--- src/hw/rtl/fdbr_pkg.sv ---
`timescale 1ns / 1ps
`default_nettype none
// ----------------------------------------------------------------------------
// Framed double-buffer receiver package
// Shared types and codes for the frame parser and its channel interfaces.
// ----------------------------------------------------------------------------
package fdbr_pkg;

    localparam int BYTE_W = 8;
    localparam int ADDR_W = 11;
    localparam int LEN_W  = 16;

    typedef logic [BYTE_W-1:0] byte_t;
    typedef logic [ADDR_W-1:0] addr_t;
    typedef logic [LEN_W-1:0]  len_t;

    typedef enum logic [1:0] {
        PH_START  = 2'd0,
        PH_LEN_HI = 2'd1,
        PH_LEN_LO = 2'd2,
        PH_DATA   = 2'd3
    } phase_t;

    localparam byte_t CH_START    = 8'h3A;
    localparam byte_t CH_ACK_HI   = 8'h48;
    localparam byte_t CH_ACK_LO   = 8'h4C;
    localparam byte_t CH_ACK_DATA = 8'h44;
    localparam byte_t CH_DONE     = 8'h21;
    localparam byte_t CH_BAD      = 8'h3F;

endpackage
`default_nettype wire

--- src/hw/rtl/fdbr_in_if.sv ---
`timescale 1ns / 1ps
`default_nettype none
// ----------------------------------------------------------------------------
// Receive byte channel
// Valid/ready channel that carries one received serial byte per beat.
// ----------------------------------------------------------------------------
interface fdbr_in_if;
    import fdbr_pkg::*;

    logic  valid;
    logic  ready;
    byte_t rx_byte;

    modport source (output valid, output rx_byte, input ready);
    modport sink (input valid, input rx_byte, output ready);
endinterface
`default_nettype wire

--- src/hw/rtl/fdbr_out_if.sv ---
`timescale 1ns / 1ps
`default_nettype none
// ----------------------------------------------------------------------------
// Result channel
// Valid/ready channel that carries the reply, buffer write and display
// selection produced for one received byte per beat.
// ----------------------------------------------------------------------------
interface fdbr_out_if;
    import fdbr_pkg::*;

    logic  valid;
    logic  ready;
    logic  reply_valid;
    byte_t reply_byte;
    logic  write_valid;
    logic  write_buffer;
    addr_t write_address;
    byte_t write_data;
    logic  shown_buffer;

    modport source (
        output valid, output reply_valid, output reply_byte, output write_valid,
        output write_buffer, output write_address, output write_data,
        output shown_buffer, input ready
    );
    modport sink (
        input valid, input reply_valid, input reply_byte, input write_valid,
        input write_buffer, input write_address, input write_data,
        input shown_buffer, output ready
    );
endinterface
`default_nettype wire

--- src/hw/rtl/framed_double_buffer_receiver_core.sv ---
`timescale 1ns / 1ps
`default_nettype none
// ----------------------------------------------------------------------------
// Framed double-buffer receiver core
// Parses ':' + 16-bit length + payload + closing byte frames, writes the
// payload to the back buffer and swaps buffers at the end of each frame.
//
//   Channel   Direction   Carries
//   item      in          rx_byte
//   result    out         reply, buffer write, shown_buffer
//
// One beat is accepted per cycle; its result appears in the output register
// in the next cycle. The parser state and the result register update in the
// same cycle, so the only limit is the output register: item.ready is low
// only while a result waits and result.ready is low. Reset puts the parser
// in the header wait with buffer 1 as back buffer and buffer 0 shown.
// ----------------------------------------------------------------------------
module framed_double_buffer_receiver_core #(
    parameter int BYTES_PER_ROW = 30,
    parameter int ROWS_PER_HALF = 24
) (
    input  logic         clk,
    input  logic         rst_n,
    fdbr_in_if.sink      item,
    fdbr_out_if.source   result
);
    import fdbr_pkg::*;

    localparam int FRAME_BYTES = 2 * BYTES_PER_ROW * ROWS_PER_HALF;
    localparam logic [LEN_W:0] FRAME_CMP = (LEN_W + 1)'(FRAME_BYTES);

    phase_t phase_reg, phase_next;
    len_t   bytes_left_reg, bytes_left_next;
    addr_t  write_pointer_reg, write_pointer_next;
    logic   back_buffer_reg, back_buffer_next;
    logic   front_buffer_reg, front_buffer_next;

    logic   out_valid_reg, out_valid_next;
    logic   reply_valid_reg, reply_valid_next;
    byte_t  reply_byte_reg, reply_byte_next;
    logic   write_valid_reg, write_valid_next;
    logic   write_buffer_reg, write_buffer_next;
    addr_t  write_address_reg, write_address_next;
    byte_t  write_data_reg, write_data_next;

    logic   accept;
    len_t   length;

    assign item.ready = !out_valid_reg || result.ready;
    assign accept     = item.valid && item.ready;
    assign length     = {bytes_left_reg[LEN_W-1:BYTE_W], item.rx_byte};

    always_comb
    begin
        phase_next         = phase_reg;
        bytes_left_next    = bytes_left_reg;
        write_pointer_next = write_pointer_reg;
        back_buffer_next   = back_buffer_reg;
        front_buffer_next  = front_buffer_reg;
        reply_valid_next   = 1'b0;
        reply_byte_next    = '0;
        write_valid_next   = 1'b0;
        write_buffer_next  = 1'b0;
        write_address_next = '0;
        write_data_next    = '0;
        unique case (phase_reg)
            PH_START:
            begin
                reply_valid_next = 1'b1;
                if (item.rx_byte == CH_START)
                begin
                    reply_byte_next = CH_ACK_HI;
                    phase_next      = PH_LEN_HI;
                end
                else
                begin
                    reply_byte_next = CH_BAD;
                end
            end
            PH_LEN_HI:
            begin
                bytes_left_next  = {item.rx_byte, {BYTE_W{1'b0}}};
                reply_valid_next = 1'b1;
                reply_byte_next  = CH_ACK_LO;
                phase_next       = PH_LEN_LO;
            end
            PH_LEN_LO:
            begin
                if ({1'b0, length} > FRAME_CMP)
                begin
                    bytes_left_next = FRAME_CMP[LEN_W-1:0];
                end
                else
                begin
                    bytes_left_next = length;
                end
                reply_valid_next   = 1'b1;
                reply_byte_next    = CH_ACK_DATA;
                phase_next         = PH_DATA;
                write_pointer_next = '0;
            end
            PH_DATA:
            begin
                if (bytes_left_reg != '0)
                begin
                    write_valid_next   = 1'b1;
                    write_buffer_next  = back_buffer_reg;
                    write_address_next = write_pointer_reg;
                    write_data_next    = item.rx_byte;
                    write_pointer_next = write_pointer_reg + addr_t'(1);
                    bytes_left_next    = bytes_left_reg - len_t'(1);
                end
                else
                begin
                    reply_valid_next  = 1'b1;
                    reply_byte_next   = CH_DONE;
                    phase_next        = PH_START;
                    front_buffer_next = back_buffer_reg;
                    back_buffer_next  = !back_buffer_reg;
                end
            end
            default:
            begin
                phase_next = PH_START;
            end
        endcase
    end

    always_comb
    begin
        if (accept)
        begin
            out_valid_next = 1'b1;
        end
        else if (result.ready)
        begin
            out_valid_next = 1'b0;
        end
        else
        begin
            out_valid_next = out_valid_reg;
        end
    end

    always_ff @(posedge clk or negedge rst_n)
    begin
        if (!rst_n)
        begin
            phase_reg         <= PH_START;
            bytes_left_reg    <= '0;
            write_pointer_reg <= '0;
            back_buffer_reg   <= 1'b1;
            front_buffer_reg  <= 1'b0;
            out_valid_reg     <= 1'b0;
        end
        else
        begin
            out_valid_reg <= out_valid_next;
            if (accept)
            begin
                phase_reg         <= phase_next;
                bytes_left_reg    <= bytes_left_next;
                write_pointer_reg <= write_pointer_next;
                back_buffer_reg   <= back_buffer_next;
                front_buffer_reg  <= front_buffer_next;
            end
        end
    end

    always_ff @(posedge clk)
    begin
        if (accept)
        begin
            reply_valid_reg   <= reply_valid_next;
            reply_byte_reg    <= reply_byte_next;
            write_valid_reg   <= write_valid_next;
            write_buffer_reg  <= write_buffer_next;
            write_address_reg <= write_address_next;
            write_data_reg    <= write_data_next;
        end
    end

    assign result.valid         = out_valid_reg;
    assign result.reply_valid   = reply_valid_reg;
    assign result.reply_byte    = reply_byte_reg;
    assign result.write_valid   = write_valid_reg;
    assign result.write_buffer  = write_buffer_reg;
    assign result.write_address = write_address_reg;
    assign result.write_data    = write_data_reg;
    assign result.shown_buffer  = front_buffer_reg;

endmodule
`default_nettype wire
--- src/flat_wrapper.sv ---
// flat-port wrapper written by rule: the top's interface ports become plain ports
module framed_double_buffer_receiver_core_flat import fdbr_pkg::*;
#(
    parameter int BYTES_PER_ROW = 30,
    parameter int ROWS_PER_HALF = 24
)
  (clk, rst_n, item_valid, item_rx_byte, item_ready, result_valid, result_reply_valid, result_reply_byte, result_write_valid, result_write_buffer, result_write_address, result_write_data, result_shown_buffer, result_ready);
  fdbr_in_if item_i ();
  fdbr_out_if result_i ();
  input  logic clk;
  input  logic rst_n;
  input wire logic [$bits(item_i.valid)-1:0] item_valid;
  input wire logic [$bits(item_i.rx_byte)-1:0] item_rx_byte;
  output wire logic [$bits(item_i.ready)-1:0] item_ready;
  output wire logic [$bits(result_i.valid)-1:0] result_valid;
  output wire logic [$bits(result_i.reply_valid)-1:0] result_reply_valid;
  output wire logic [$bits(result_i.reply_byte)-1:0] result_reply_byte;
  output wire logic [$bits(result_i.write_valid)-1:0] result_write_valid;
  output wire logic [$bits(result_i.write_buffer)-1:0] result_write_buffer;
  output wire logic [$bits(result_i.write_address)-1:0] result_write_address;
  output wire logic [$bits(result_i.write_data)-1:0] result_write_data;
  output wire logic [$bits(result_i.shown_buffer)-1:0] result_shown_buffer;
  input wire logic [$bits(result_i.ready)-1:0] result_ready;
  assign item_i.valid = item_valid;
  assign item_i.rx_byte = item_rx_byte;
  assign item_ready = item_i.ready;
  assign result_valid = result_i.valid;
  assign result_reply_valid = result_i.reply_valid;
  assign result_reply_byte = result_i.reply_byte;
  assign result_write_valid = result_i.write_valid;
  assign result_write_buffer = result_i.write_buffer;
  assign result_write_address = result_i.write_address;
  assign result_write_data = result_i.write_data;
  assign result_shown_buffer = result_i.shown_buffer;
  assign result_i.ready = result_ready;
  framed_double_buffer_receiver_core #(.BYTES_PER_ROW(BYTES_PER_ROW), .ROWS_PER_HALF(ROWS_PER_HALF)) u_core (.clk(clk), .rst_n(rst_n), .item(item_i), .result(result_i));
endmodule
--- config.mk ---
export PLATFORM = sky130hd
export DESIGN_NAME = framed_double_buffer_receiver_core_flat
export DESIGN_NICKNAME = d
export VERILOG_FILES = /design/src/hw/rtl/fdbr_pkg.sv /design/src/hw/rtl/fdbr_in_if.sv /design/src/hw/rtl/fdbr_out_if.sv /design/src/hw/rtl/framed_double_buffer_receiver_core.sv /design/src/flat_wrapper.sv
export SDC_FILE = /design/constraint.sdc
export NUM_CORES = 1
export LEC_CHECK = 0
export ABC_AREA = 1
export ABC_CLOCK_PERIOD_IN_PS = 2300
export BUFFER_PORTS_ARGS = -buffer_cell sky130_fd_sc_hd__buf_2
export CAP_MARGIN = 20
export CORE_UTILIZATION = 50
export CTS_CLUSTER_SIZE = 16
export DETAILED_ROUTE_END_ITERATION = 10
export PLACE_DENSITY_LB_ADDON = 0.08
export SETUP_SLACK_MARGIN = 0.3
export SLEW_MARGIN = 10
export SYNTH_ARGS = -nofsm -noshare
export SYNTH_HDL_FRONTEND = slang
export SYNTH_SLANG_ARGS = --single-unit
--- constraint.sdc ---
create_clock -name clk -period 2.3 [get_ports clk]
set_input_delay 0 -clock clk [delete_from_list [all_inputs] [get_ports clk]]
set_output_delay 0 -clock clk [all_outputs]
set_load 0.02 [all_outputs]
==> flow_results.xml, run 1 <==
<?xml version="1.0" encoding="UTF-8"?>
<metrics>
  <group name="timing">
    <metric name="finalSetupTns" unit="ps">0</metric>
    <metric name="fin_crit" unit="ps">1770</metric>
    <metric name="max_freq" unit="GHz">0.566</metric>
    <metric name="timing.clock.skew" unit="ps">9.63</metric>
    <metric name="tightest_pin_transition" unit="ps">753</metric>
    <metric name="setup_violations" unit="">0</metric>
    <metric name="layout_worst_path_cycle_share" unit="">0.769</metric>
    <metric name="timing.final.max_slew_violations" unit="">0</metric>
    <metric name="maxSlewHeadroom" unit="">0.498</metric>
    <metric name="rsz0062_at_grt" unit="">no</metric>
    <metric name="timing.final.hold_violations" unit="">0</metric>
  </group>
  <group name="route">
    <metric name="route.vias.total" unit="">2792</metric>
    <metric name="first_pass_iters" unit="">5</metric>
    <metric name="antenna_violating_nets_post_route" unit="">0</metric>
    <metric name="drtIter0Drc" unit="">138</metric>
    <metric name="detail_route.drc_violations" unit="">0</metric>
    <metric name="wl_per_cell" unit="µm">13.3</metric>
    <metric name="post_drt_via_cell_ratio" unit="">4.99</metric>
    <metric name="wl" unit="mm">7.43</metric>
  </group>
  <group name="synth">
    <metric name="synth_seq_area_share" unit="">0.468</metric>
    <metric name="ys_types" unit="">34</metric>
    <metric name="synth-seq-cells" unit="">59</metric>
    <metric name="synth_nets" unit="">441</metric>
    <metric name="syn-instance-count" unit="">423</metric>
    <metric name="syn-cell-area" unit="µm²">3450</metric>
    <metric name="synthesis.area_per_instance" unit="µm²">8.15</metric>
    <metric name="ys.warnings.count" unit="">0</metric>
  </group>
  <group name="worst_setup_path">
    <metric name="cp.arrival" unit="ps">2050</metric>
    <metric name="worst-path-max-fanout" unit="">7</metric>
    <metric name="timing.critical_path.required" unit="ps">2580</metric>
    <metric name="critical_path.startpoint_type" unit="">register</metric>
    <metric name="worstSetupEndpointType" unit="">register</metric>
    <metric name="critPathKind" unit="">reg -&gt; reg</metric>
  </group>
  <group name="global_routing">
    <metric name="initial_antenna_violation_count" unit="">0</metric>
    <metric name="grt_max_degree" unit="">33</metric>
    <metric name="vias_in_the_first_global_route" unit="">2656</metric>
    <metric name="grt_use_total" unit="">0.224</metric>
    <metric name="overflow" unit="">0</metric>
    <metric name="global_route_wire_length_before_repair" unit="mm">12.6</metric>
  </group>
  <group name="power">
    <metric name="worst_ir_drop_vdd" unit="mV">0.622</metric>
    <metric name="cellPowerDensity" unit="nW/µm²">1220</metric>
    <metric name="power.static_leakage" unit="µW">0.00194</metric>
  </group>
  <group name="placed_design">
    <metric name="gp_routability_congestion" unit="">0.854</metric>
    <metric name="dpl.hpwl" unit="mm">5.38</metric>
    <metric name="io_buffer_count" unit="">43</metric>
  </group>
  <group name="finish">
    <metric name="post-route-util" unit="">0.612</metric>
    <metric name="final_layout_size_suffix_gt1_frac" unit="">0.224</metric>
    <metric name="antenna_cells_inserted" unit="">0</metric>
    <metric name="area_growth_from_synthesis_to_layout" unit="%">15.4</metric>
    <metric name="layout.cells.most_common" unit="">sky130_fd_sc_hd__nand2_1</metric>
    <metric name="fillers" unit="">570</metric>
    <metric name="max_ffs_per_register" unit="">16</metric>
    <metric name="layout.nets" unit="">495</metric>
    <metric name="layout.cells.most_common_list" unit="">sky130_fd_sc_hd__nand2_1, sky130_fd_sc_hd__nor2_1, sky130_fd_sc_hd__inv_1</metric>
  </group>
  <group name="cts">
    <metric name="htree_num_levels" unit="">3</metric>
    <metric name="tritoncts_num_sinks" unit="">59</metric>
    <metric name="tritoncts" unit="">yes</metric>
    <metric name="clkSlewWorstSetupHoldPaths" unit="ps">70</metric>
    <metric name="cts_setup_buffers" unit="">0</metric>
    <metric name="clock_tree_buffer_depth" unit="">2</metric>
    <metric name="clock_latency" unit="ps">350</metric>
    <metric name="cts_root_buffer" unit="">sky130_fd_sc_hd__clkbuf_8</metric>
    <metric name="cts-buffers-inserted" unit="">9</metric>
  </group>
  <group name="run_status">
    <metric name="status" unit="">finished clean</metric>
  </group>
  <group name="floorplan">
    <metric name="initial_utilization" unit="">0.531</metric>
    <metric name="die-area" unit="µm²">7230</metric>
    <metric name="std_cell_rows" unit="">29</metric>
    <metric name="ioPinCount" unit="">45</metric>
    <metric name="core_region_area" unit="µm²">6490</metric>
    <metric name="die_width" unit="µm">85.0</metric>
    <metric name="chipHeight" unit="µm">85.0</metric>
  </group>
  <group name="min_path">
    <metric name="timing.hold.worst.class" unit="">in -&gt; reg</metric>
  </group>
  <group name="flow_run">
    <metric name="drv.max_cap_violation_count" unit="">0</metric>
  </group>
</metrics>
-- per-stage QoR --
step / instance area (µm²) / std cells / total power, µW / setup slack [ps] / hold slack, ps
after floorplan: 3450 / 423 / 3410 / 526 / -296
after global placement: 3740 / 539 / 3880 / 503 / 125
after detailed placement: 3740 / 539 / 3930 / 428 / 122
after CTS: 3970 / 559 / 4880 / 427 / 30.8
after global routing: 3980 / 559 / 5250 / 384 / 70.3
final: 3980 / 559 / 4860 / 532 / 35.1
-- cells in the mapped netlist, drive strengths merged --
master    n  area [µm²]
nand4     6        37.5
ha        6        75.1
edfxtp   27         811
nor3      2        10.0
inv      47         181
a21oi     3        15.0
buf       8        51.3
nor3b     1        7.51
o21bai    3        22.5
or2       4        25.0
nand2   143         623
dfrtp    31         776
conb      1        3.75
dfstp     1        26.3
clkbuf    1        3.75
nor2     69         347
xor2      6        52.6
a21boi    1        11.3
o21ai    18         113
nand3    45         255
-- per-layer routing --
metal	vias up	share of wire	wire (µm)	global-route usage
li1	1452	-	-	-
met1	1267	0.49	3620	0.315
met2	64	0.45	3330	0.351
met3	9	0.054	400	0.0331
met4	0	0.010	77	0.0894
met5	-	0	0	0
-- kinds of logic (layout without fill, tap and decap cells) --
logic type               count (synthesis)  count (layout)  synth area share
AO/OA/AOI/OAI                           25              25            0.0468
adder cells (fa/ha/maj)                  6               6            0.0218
flip-flops                              59              59             0.468
buffers and inverters                   56             115            0.0686
XOR/XNOR                                 6               6            0.0152
AND/OR/NAND/NOR                        270             270             0.379
other                                    1               1           0.00109
-- area by class of cell --
type / count / area (µm²) / area share
clock buffer: 9 / 124 / 0.0311
clock inverter: 7 / 67.6 / 0.0170
inverter: 47 / 181 / 0.0456
multi-input combinational: 308 / 1600 / 0.403
sequential: 59 / 1610 / 0.405
tap: 77 / 96.3 / 0.0242
timing repair buffer: 52 / 293 / 0.0736
-- worst paths after layout --
path                       depth (start not counted)                      from                   endpoint  slack (ps)
min                                                5           item_rx_byte[6]  u_core.bytes_left_reg[14]          40
max in group asynchronous                          2                     rst_n   u_core.bytes_left_reg[2]        1550
max reg2reg                                        7       u_core.phase_reg[1]   u_core.bytes_left_reg[1]         530
min reg2reg                                        2  u_core.bytes_left_reg[0]   u_core.bytes_left_reg[0]         490
min in group asynchronous                          2                     rst_n  u_core.bytes_left_reg[13]         260
max                                                7       u_core.phase_reg[1]   u_core.bytes_left_reg[1]         530
-- what timing repair did --
| action | 4_1_cts | 5_1_grt |
|---|---|---|
| setup endpoints to repair | 0 | 2 |
| resized for setup | 0 | 1 |
| hold buffers | 4 | 0 |
| hold endpoints to repair | 33 | 0 |
-- where the power goes --
| group | leakage (µW) | switching (µW) | internal [µW] |
|---|---|---|---|
| Combinational | 0.00116 | 1520 | 753 |
| Sequential | 0.000685 | 253 | 1390 |
| Clock | 0.0000931 | 442 | 496 |
-- critical path, stage by stage (launching register included) --
cell and delay, ps:
sky130_fd_sc_hd__dfrtp_1 410, sky130_fd_sc_hd__ha_1 460, sky130_fd_sc_hd__buf_4 230, sky130_fd_sc_hd__inv_1 140, sky130_fd_sc_hd__or2_2 300, sky130_fd_sc_hd__nand2_1 70, sky130_fd_sc_hd__nand2_1 40, sky130_fd_sc_hd__nand2_1 60
Power figures use the tool's default switching activity.
==> run 2, diff against run 1 <==
--- a/config.mk
+++ b/config.mk
@@ -6,7 +6,7 @@
 export NUM_CORES = 1
 export LEC_CHECK = 0
 export ABC_AREA = 1
-export ABC_CLOCK_PERIOD_IN_PS = 2300
+export ABC_CLOCK_PERIOD_IN_PS = 1700
 export BUFFER_PORTS_ARGS = -buffer_cell sky130_fd_sc_hd__buf_2
 export CAP_MARGIN = 20
 export CORE_UTILIZATION = 50
==> constraint.sdc (replaced) <==
create_clock -name clk -period 1.7 [get_ports clk]
set_input_delay 0 -clock clk [delete_from_list [all_inputs] [get_ports clk]]
set_output_delay 0 -clock clk [all_outputs]
set_load 0.02 [all_outputs]
==> run 2 against run 1 <==
Clock skew up 1.0 ps. Final cell count up 6.4%. Combinational power up 100%. Die area unchanged. First-iteration DRC count up 120%. Clock power up 54%. Sequential share of layout area down 5.8 points. Largest power group unchanged.
==> flow_results.xml, run 2 (synthesis gave the netlist of run 1 again) <==
<?xml version="1.0" encoding="UTF-8"?>
<metrics>
  <group name="timing">
    <metric name="timing.final.max_slew_violations" unit="">0</metric>
    <metric name="tightest_pin_transition" unit="ps">822</metric>
    <metric name="setup_violations" unit="">0</metric>
    <metric name="maxSlewHeadroom" unit="">0.452</metric>
    <metric name="max_freq" unit="GHz">0.634</metric>
    <metric name="finalSetupTns" unit="ps">0</metric>
    <metric name="timing.clock.skew" unit="ps">10.6</metric>
    <metric name="timing.hold.ws" unit="ps">20.5</metric>
    <metric name="finalWorstSetupSlack" unit="ps">122</metric>
    <metric name="layout_worst_path_cycle_share" unit="">0.928</metric>
    <metric name="timing.final.hold_violations" unit="">0</metric>
    <metric name="rsz0062_at_grt" unit="">yes</metric>
    <metric name="fin_crit" unit="ps">1580</metric>
  </group>
  <group name="placed_design">
    <metric name="io_buffer_count" unit="">43</metric>
    <metric name="post-place-ws" unit="ps">98.1</metric>
    <metric name="placedCellCount" unit="">543</metric>
    <metric name="dpl.hpwl" unit="mm">5.60</metric>
    <metric name="gp_routability_congestion" unit="">0.864</metric>
  </group>
  <group name="finish">
    <metric name="layout.cells.most_common_list" unit="">sky130_fd_sc_hd__nand2_1, sky130_fd_sc_hd__buf_2, sky130_fd_sc_hd__nor2_1</metric>
    <metric name="final_layout_size_suffix_gt1_frac" unit="">0.392</metric>
    <metric name="fillers" unit="">487</metric>
    <metric name="layout.cells.most_common" unit="">sky130_fd_sc_hd__nand2_1</metric>
    <metric name="final_cells" unit="">595</metric>
    <metric name="antenna_cells_inserted" unit="">0</metric>
    <metric name="max_ffs_per_register" unit="">16</metric>
    <metric name="layout.nets" unit="">531</metric>
    <metric name="area_growth_from_synthesis_to_layout" unit="%">35.0</metric>
  </group>
  <group name="floorplan">
    <metric name="std_cell_rows" unit="">29</metric>
    <metric name="die-area" unit="µm²">7230</metric>
    <metric name="initial_utilization" unit="">0.531</metric>
    <metric name="ioPinCount" unit="">45</metric>
    <metric name="core_region_area" unit="µm²">6490</metric>
    <metric name="die_width" unit="µm">85.0</metric>
    <metric name="chipHeight" unit="µm">85.0</metric>
  </group>
  <group name="power">
    <metric name="cellPowerDensity" unit="nW/µm²">1760</metric>
    <metric name="clockPowerShare" unit="">0.176</metric>
    <metric name="net-switching-power" unit="µW">3630</metric>
    <metric name="seq_power_share" unit="">0.268</metric>
    <metric name="worst_ir_drop_vdd" unit="mV">1.07</metric>
    <metric name="pwr-share-comb" unit="">0.556</metric>
    <metric name="power.internal" unit="µW">4550</metric>
    <metric name="power.static_leakage" unit="µW">0.00222</metric>
    <metric name="sw_frac" unit="">0.444</metric>
  </group>
  <group name="worst_setup_path">
    <metric name="timing.critical_path.required" unit="ps">1800</metric>
    <metric name="critPathKind" unit="">reg -&gt; reg</metric>
    <metric name="worstSetupEndpointType" unit="">register</metric>
    <metric name="critical_path.startpoint_type" unit="">register</metric>
    <metric name="worst-path-max-fanout" unit="">4</metric>
    <metric name="cp.arrival" unit="ps">1680</metric>
  </group>
  <group name="route">
    <metric name="first_pass_iters" unit="">5</metric>
    <metric name="antenna_violating_nets_post_route" unit="">0</metric>
    <metric name="post_drt_via_cell_ratio" unit="">5.26</metric>
    <metric name="detail_route.drc_violations" unit="">0</metric>
    <metric name="wl_per_cell" unit="µm">15.1</metric>
    <metric name="route.vias.total" unit="">3130</metric>
    <metric name="wl" unit="mm">9.01</metric>
    <metric name="drtIter0Drc" unit="">302</metric>
  </group>
  <group name="flow_run">
    <metric name="drv.max_cap_violation_count" unit="">0</metric>
  </group>
  <group name="cts">
    <metric name="clkSlewWorstSetupHoldPaths" unit="ps">70</metric>
    <metric name="cts-buffers-inserted" unit="">9</metric>
    <metric name="htree_num_levels" unit="">3</metric>
    <metric name="tritoncts" unit="">yes</metric>
    <metric name="tritoncts_num_sinks" unit="">59</metric>
    <metric name="clock_latency" unit="ps">350</metric>
    <metric name="cts_root_buffer" unit="">sky130_fd_sc_hd__clkbuf_8</metric>
    <metric name="clock_tree_buffer_depth" unit="">2</metric>
  </group>
  <group name="global_routing">
    <metric name="global_route_wire_length_before_repair" unit="mm">14.5</metric>
    <metric name="vias_in_the_first_global_route" unit="">3018</metric>
    <metric name="grt_max_degree" unit="">33</metric>
    <metric name="overflow" unit="">0</metric>
    <metric name="grt_use_total" unit="">0.262</metric>
    <metric name="initial_antenna_violation_count" unit="">0</metric>
  </group>
  <group name="min_path">
    <metric name="timing.hold.worst.class" unit="">in -&gt; reg</metric>
  </group>
  <group name="run_status">
    <metric name="status" unit="">finished clean</metric>
  </group>
</metrics>
-- run 2: cell count changes in the layout (fill, tap and decap cells not counted), moves of 8 or more --
| cell | delta |
|---|---|
| sky130_fd_sc_hd__nor2_1 | -15 |
| sky130_fd_sc_hd__nor2_2 | +8 |
| sky130_fd_sc_hd__nand2_2 | +13 |
| sky130_fd_sc_hd__buf_4 | +25 |
| sky130_fd_sc_hd__nand3_1 | -8 |
| sky130_fd_sc_hd__nand2_1 | -18 |
-- run 2: worst paths after layout --
path                                               from                             end  slack [ps]  cells after the start
hold reg to reg            u_core.write_pointer_reg[10]    u_core.write_pointer_reg[10]         520                      2
setup / recovery               u_core.bytes_left_reg[1]  u_core.result.write_address[9]         120                      8
hold / removal                               item_valid             u_core.result.valid          20                      3
min in group asynchronous                         rst_n      u_core.result.shown_buffer         290                      2
max in group asynchronous                         rst_n        u_core.bytes_left_reg[3]         830                      2
setup reg to reg               u_core.bytes_left_reg[1]  u_core.result.write_address[9]         120                      8
-- run 2: power groups by stage --
stage | Sequential [µW] | Clock, µW | Combinational [µW]
finish | 2190 | 1440 | 4550
global route | 2240 | 1510 | 4900
CTS | 2170 | 1450 | 4110
detailed placement | 2220 | 0 | 3290
global placement | 2200 | 0 | 3240
floorplan | 2310 | 0 | 2420
-- run 2: worst max-delay path, stage by stage (launching register included) --
cell and delay [ps]:
sky130_fd_sc_hd__dfrtp_1 390, sky130_fd_sc_hd__inv_2 70, sky130_fd_sc_hd__ha_4 170, sky130_fd_sc_hd__nand2_8 70, sky130_fd_sc_hd__nor2_4 190, sky130_fd_sc_hd__nand2_4 150, sky130_fd_sc_hd__nand2_8 130, sky130_fd_sc_hd__buf_12 120
sky130_fd_sc_hd__nor2_4 30
-- run 2: through the flow --
stage	cell area, µm²	utilization	total power, µW
after floorplan	3520	-	4730
after CTS	4440	0.683	7720
after global routing	4650	0.717	8650
after detailed placement	3840	0.591	5510
after global placement	3840	0.591	5440
final	4650	0.717	8180
-- run 2: layout make-up --
class	instances	area (µm²)	share of cell area
timing repair buffer	85	612	0.131
inverter	47	210	0.0452
clock inverter	5	76.3	0.0164
clock buffer	11	141	0.0304
multi-input combinational	311	1900	0.408
sequential	59	1620	0.348
tap	77	96.3	0.0207
-- run 2: layer usage --
| layer | GRT usage | wire length (µm) | vias up |
|---|---|---|---|
| met5 | 0 | 0 | - |
| met4 | 0.111 | 187 | 0 |
| met3 | 0.0613 | 653 | 20 |
| met2 | 0.416 | 4320 | 112 |
| met1 | 0.346 | 3850 | 1467 |
| li1 | - | - | 1531 |
-- run 2: repair_timing --
item                       in CTS  in global routing
hold endpoints to repair       32                  0
setup buffers                  23                  8
hold buffers                    2                  0
gates resized for setup        46                 35
cloned                          3                  0
pin swaps                      21                 21
setup endpoints to repair      54                 56
==> run 3, diff against run 2 <==
--- a/config.mk
+++ b/config.mk
@@ -9,9 +9,10 @@
 export ABC_CLOCK_PERIOD_IN_PS = 1700
 export BUFFER_PORTS_ARGS = -buffer_cell sky130_fd_sc_hd__buf_2
 export CAP_MARGIN = 20
-export CORE_UTILIZATION = 50
+export CORE_UTILIZATION = 30
 export CTS_CLUSTER_SIZE = 16
 export DETAILED_ROUTE_END_ITERATION = 10
+export HOLD_SLACK_MARGIN = 0.15
 export PLACE_DENSITY_LB_ADDON = 0.08
 export SETUP_SLACK_MARGIN = 0.3
 export SLEW_MARGIN = 10
==> run 3 against run 2 <==
Hold slack improved by 250 ps. Via count barely moved. Combinational power rose by 6.6%. Flip-flop and latch count did not move. Non-clock buffer count rose by 23. First-iteration DRC count fell by 61%. Wire length rose by 12%. Cell area rose by 7.3%. Worst setup slack improved by 34 ps. Sequential share of layout area fell by 2.3 points. Largest power group unchanged.
==> flow_results.xml, run 3 (synthesis gave the netlist of run 1 again) <==
<?xml version="1.0" encoding="UTF-8"?>
<metrics>
  <group name="finish">
    <metric name="max_ffs_per_register" unit="">16</metric>
    <metric name="final_layout_size_suffix_gt1_frac" unit="">0.400</metric>
    <metric name="layout.cells.most_common_list" unit="">sky130_fd_sc_hd__nand2_1, sky130_fd_sc_hd__buf_4, sky130_fd_sc_hd__nor2_1, sky130_fd_sc_hd__buf_2, sky130_fd_sc_hd__inv_1</metric>
    <metric name="area_growth_from_synthesis_to_layout" unit="%">44.9</metric>
    <metric name="antenna_cells_inserted" unit="">0</metric>
    <metric name="final_cells" unit="">682</metric>
    <metric name="layout.nets" unit="">555</metric>
    <metric name="post-route-util" unit="">0.453</metric>
    <metric name="layout.cells.most_common" unit="">sky130_fd_sc_hd__nand2_1</metric>
  </group>
  <group name="timing">
    <metric name="setup_violations" unit="">0</metric>
    <metric name="max_freq" unit="GHz">0.648</metric>
    <metric name="tightest_pin_transition" unit="ps">876</metric>
    <metric name="finalSetupTns" unit="ps">0</metric>
    <metric name="timing.hold.ws" unit="ps">272</metric>
    <metric name="timing.clock.skew" unit="ps">6.61</metric>
    <metric name="timing.final.max_slew_violations" unit="">0</metric>
    <metric name="layout_worst_path_cycle_share" unit="">0.908</metric>
    <metric name="finalWorstSetupSlack" unit="ps">156</metric>
    <metric name="maxSlewHeadroom" unit="">0.416</metric>
    <metric name="timing.final.hold_violations" unit="">0</metric>
    <metric name="rsz0062_at_grt" unit="">yes</metric>
    <metric name="fin_crit" unit="ps">1540</metric>
  </group>
  <group name="route">
    <metric name="route.vias.total" unit="">3131</metric>
    <metric name="post_drt_via_cell_ratio" unit="">4.59</metric>
    <metric name="wl" unit="mm">10.1</metric>
    <metric name="detail_route.drc_violations" unit="">0</metric>
    <metric name="first_pass_iters" unit="">4</metric>
    <metric name="wl_per_cell" unit="µm">14.8</metric>
    <metric name="antenna_violating_nets_post_route" unit="">0</metric>
    <metric name="drtIter0Drc" unit="">117</metric>
  </group>
  <group name="cts">
    <metric name="clock_tree_buffer_depth" unit="">2</metric>
    <metric name="cts_root_buffer" unit="">sky130_fd_sc_hd__clkbuf_16</metric>
    <metric name="tritoncts" unit="">yes</metric>
    <metric name="htree_num_levels" unit="">3</metric>
    <metric name="clkSlewWorstSetupHoldPaths" unit="ps">50</metric>
    <metric name="tritoncts_num_sinks" unit="">59</metric>
    <metric name="clock_latency" unit="ps">330</metric>
    <metric name="cts-buffers-inserted" unit="">9</metric>
  </group>
  <group name="placed_design">
    <metric name="post-place-ws" unit="ps">35.6</metric>
    <metric name="gp_routability_congestion" unit="">0.806</metric>
    <metric name="placedCellCount" unit="">618</metric>
    <metric name="io_buffer_count" unit="">43</metric>
    <metric name="dpl.hpwl" unit="mm">6.69</metric>
  </group>
  <group name="worst_setup_path">
    <metric name="critical_path.startpoint_type" unit="">register</metric>
    <metric name="timing.critical_path.required" unit="ps">1920</metric>
    <metric name="reg2reg_depth" unit="">11</metric>
    <metric name="critPathKind" unit="">reg -&gt; reg</metric>
    <metric name="cp.arrival" unit="ps">1760</metric>
    <metric name="worst-path-max-fanout" unit="">8</metric>
    <metric name="cp_max_stage_delay" unit="ps">350</metric>
    <metric name="regToRegSetupSlack" unit="ps">160</metric>
    <metric name="critical_path.reg2reg.endpoint" unit="">u_core.bytes_left_reg[8]</metric>
    <metric name="slowest_stage" unit="">sky130_fd_sc_hd__dfrtp_1</metric>
    <metric name="crit_chain" unit="">inv_2, ha_4, nand2_8, nor2_4, buf_6, nand3_4, nand2_4, nor2_8, nand2_8, nand2_1, nand2_1</metric>
    <metric name="worstReg2RegStart" unit="">u_core.bytes_left_reg[0]</metric>
    <metric name="worstSetupEndpointType" unit="">register</metric>
  </group>
  <group name="global_routing">
    <metric name="grt_use_total" unit="">0.185</metric>
    <metric name="vias_in_the_first_global_route" unit="">3030</metric>
    <metric name="grt_max_degree" unit="">33</metric>
    <metric name="initial_antenna_violation_count" unit="">0</metric>
    <metric name="global_route_wire_length_before_repair" unit="mm">16.3</metric>
    <metric name="overflow" unit="">0</metric>
  </group>
  <group name="power">
    <metric name="pwr-share-comb" unit="">0.545</metric>
    <metric name="sw_frac" unit="">0.425</metric>
    <metric name="worst_ir_drop_vdd" unit="mV">0.726</metric>
    <metric name="power.internal" unit="µW">5110</metric>
    <metric name="power.static_leakage" unit="µW">0.00230</metric>
    <metric name="clockPowerShare" unit="">0.206</metric>
    <metric name="cellPowerDensity" unit="nW/µm²">1780</metric>
    <metric name="net-switching-power" unit="µW">3780</metric>
    <metric name="seq_power_share" unit="">0.249</metric>
  </group>
  <group name="floorplan">
    <metric name="chipHeight" unit="µm">109</metric>
    <metric name="ioPinCount" unit="">45</metric>
    <metric name="die_width" unit="µm">109</metric>
    <metric name="core_region_area" unit="µm²">11000</metric>
    <metric name="initial_utilization" unit="">0.313</metric>
    <metric name="std_cell_rows" unit="">38</metric>
    <metric name="die-area" unit="µm²">11900</metric>
  </group>
  <group name="min_path">
    <metric name="min_path_cells" unit="">5</metric>
    <metric name="worst_hold_startpoint" unit="">item_rx_byte[7]</metric>
    <metric name="timing.hold.worst.class" unit="">in -&gt; reg</metric>
    <metric name="worstHoldEndpoint" unit="">u_core.result.reply_byte[2]</metric>
  </group>
  <group name="flow_run">
    <metric name="drv.max_cap_violation_count" unit="">0</metric>
  </group>
  <group name="run_status">
    <metric name="status" unit="">finished clean</metric>
  </group>
</metrics>
==> run 3: cell types whose count changed in the layout (fill, tap and decap cells not counted), moves of 4 or more <==
cell and change:
sky130_fd_sc_hd__dfrtp_2 +4, sky130_fd_sc_hd__dlygate4sd3_1 +10, sky130_fd_sc_hd__clkbuf_8 -10, sky130_fd_sc_hd__nor2_2 -4, sky130_fd_sc_hd__buf_4 +14, sky130_fd_sc_hd__clkbuf_16 +9
sky130_fd_sc_hd__nand2_4 -5, sky130_fd_sc_hd__dfrtp_1 -4
==> run 3: metrics by stage <==
step	cell area [µm²]	total power (µW)
finish	4990	8890
global route	4990	9530
CTS	4780	8500
detailed placement	4020	5870
global placement	4020	5860
floorplan	3520	4730
==> run 3: final cells by class <==
cell class	count	area, µm²
Timing Repair inverter	1	8.76
Timing Repair Buffer	108	815
Inverter	47	203
Multi-Input combinational cell	311	1870
Fill cell	1104	6040
Clock buffer	9	225
Tap cell	140	175
Clock inverter	7	77.6
Sequential cell	59	1620
==> run 3: timing repair <==
action                                  4_1_cts  5_1_grt
hold buffers                                 11        2
buffers inserted                             21       10
pin swaps                                    30       23
endpoints found under the hold margin        56        2
endpoints found under the setup margin       55       58
resized for setup                            33       43
cloned                                        5        0
==> run 3: how the worst max path moves through the flow <==
stage               slack [ps]                              to  depth (start not counted)                      start
floorplan                  310  u_core.result.write_address[3]                          8   u_core.bytes_left_reg[1]
global placement            60        u_core.bytes_left_reg[9]                         11   u_core.bytes_left_reg[1]
detailed placement          40       u_core.bytes_left_reg[12]                         11   u_core.bytes_left_reg[1]
CTS                        150        u_core.bytes_left_reg[8]                         11   u_core.bytes_left_reg[0]
global route                90       u_core.bytes_left_reg[10]                         11  u_core.bytes_left_reg[11]
finish                     160        u_core.bytes_left_reg[8]                         11   u_core.bytes_left_reg[0]
==> run 3: critical path, delay by kind of cell, from the launching register on <==
| family | cells | cell delay [ps] |
|---|---|---|
| fa+ha+maj | 1 | 180 |
| buf+inv | 2 | 170 |
| flops | 1 | 350 |
| simple gates | 8 | 720 |
==> run 3: routing by layer <==
layer	global-route usage	wire, µm	vias to the layer above
met1	0.268	4960	1460
met5	0	0	-
met3	0.0305	497	7
met4	0.0543	99	0
li1	-	-	1594
met2	0.282	4500	70
==> run 3: power by group through the flow <==
stage	registers (µW)	clock network (µW)	logic (µW)
2_1_floorplan	2310	0	2420
3_3_place_gp	2190	0	3680
3_5_place_dp	2190	0	3680
4_1_cts	2190	1870	4440
5_1_grt	2260	1930	5340
6_report	2210	1840	4850
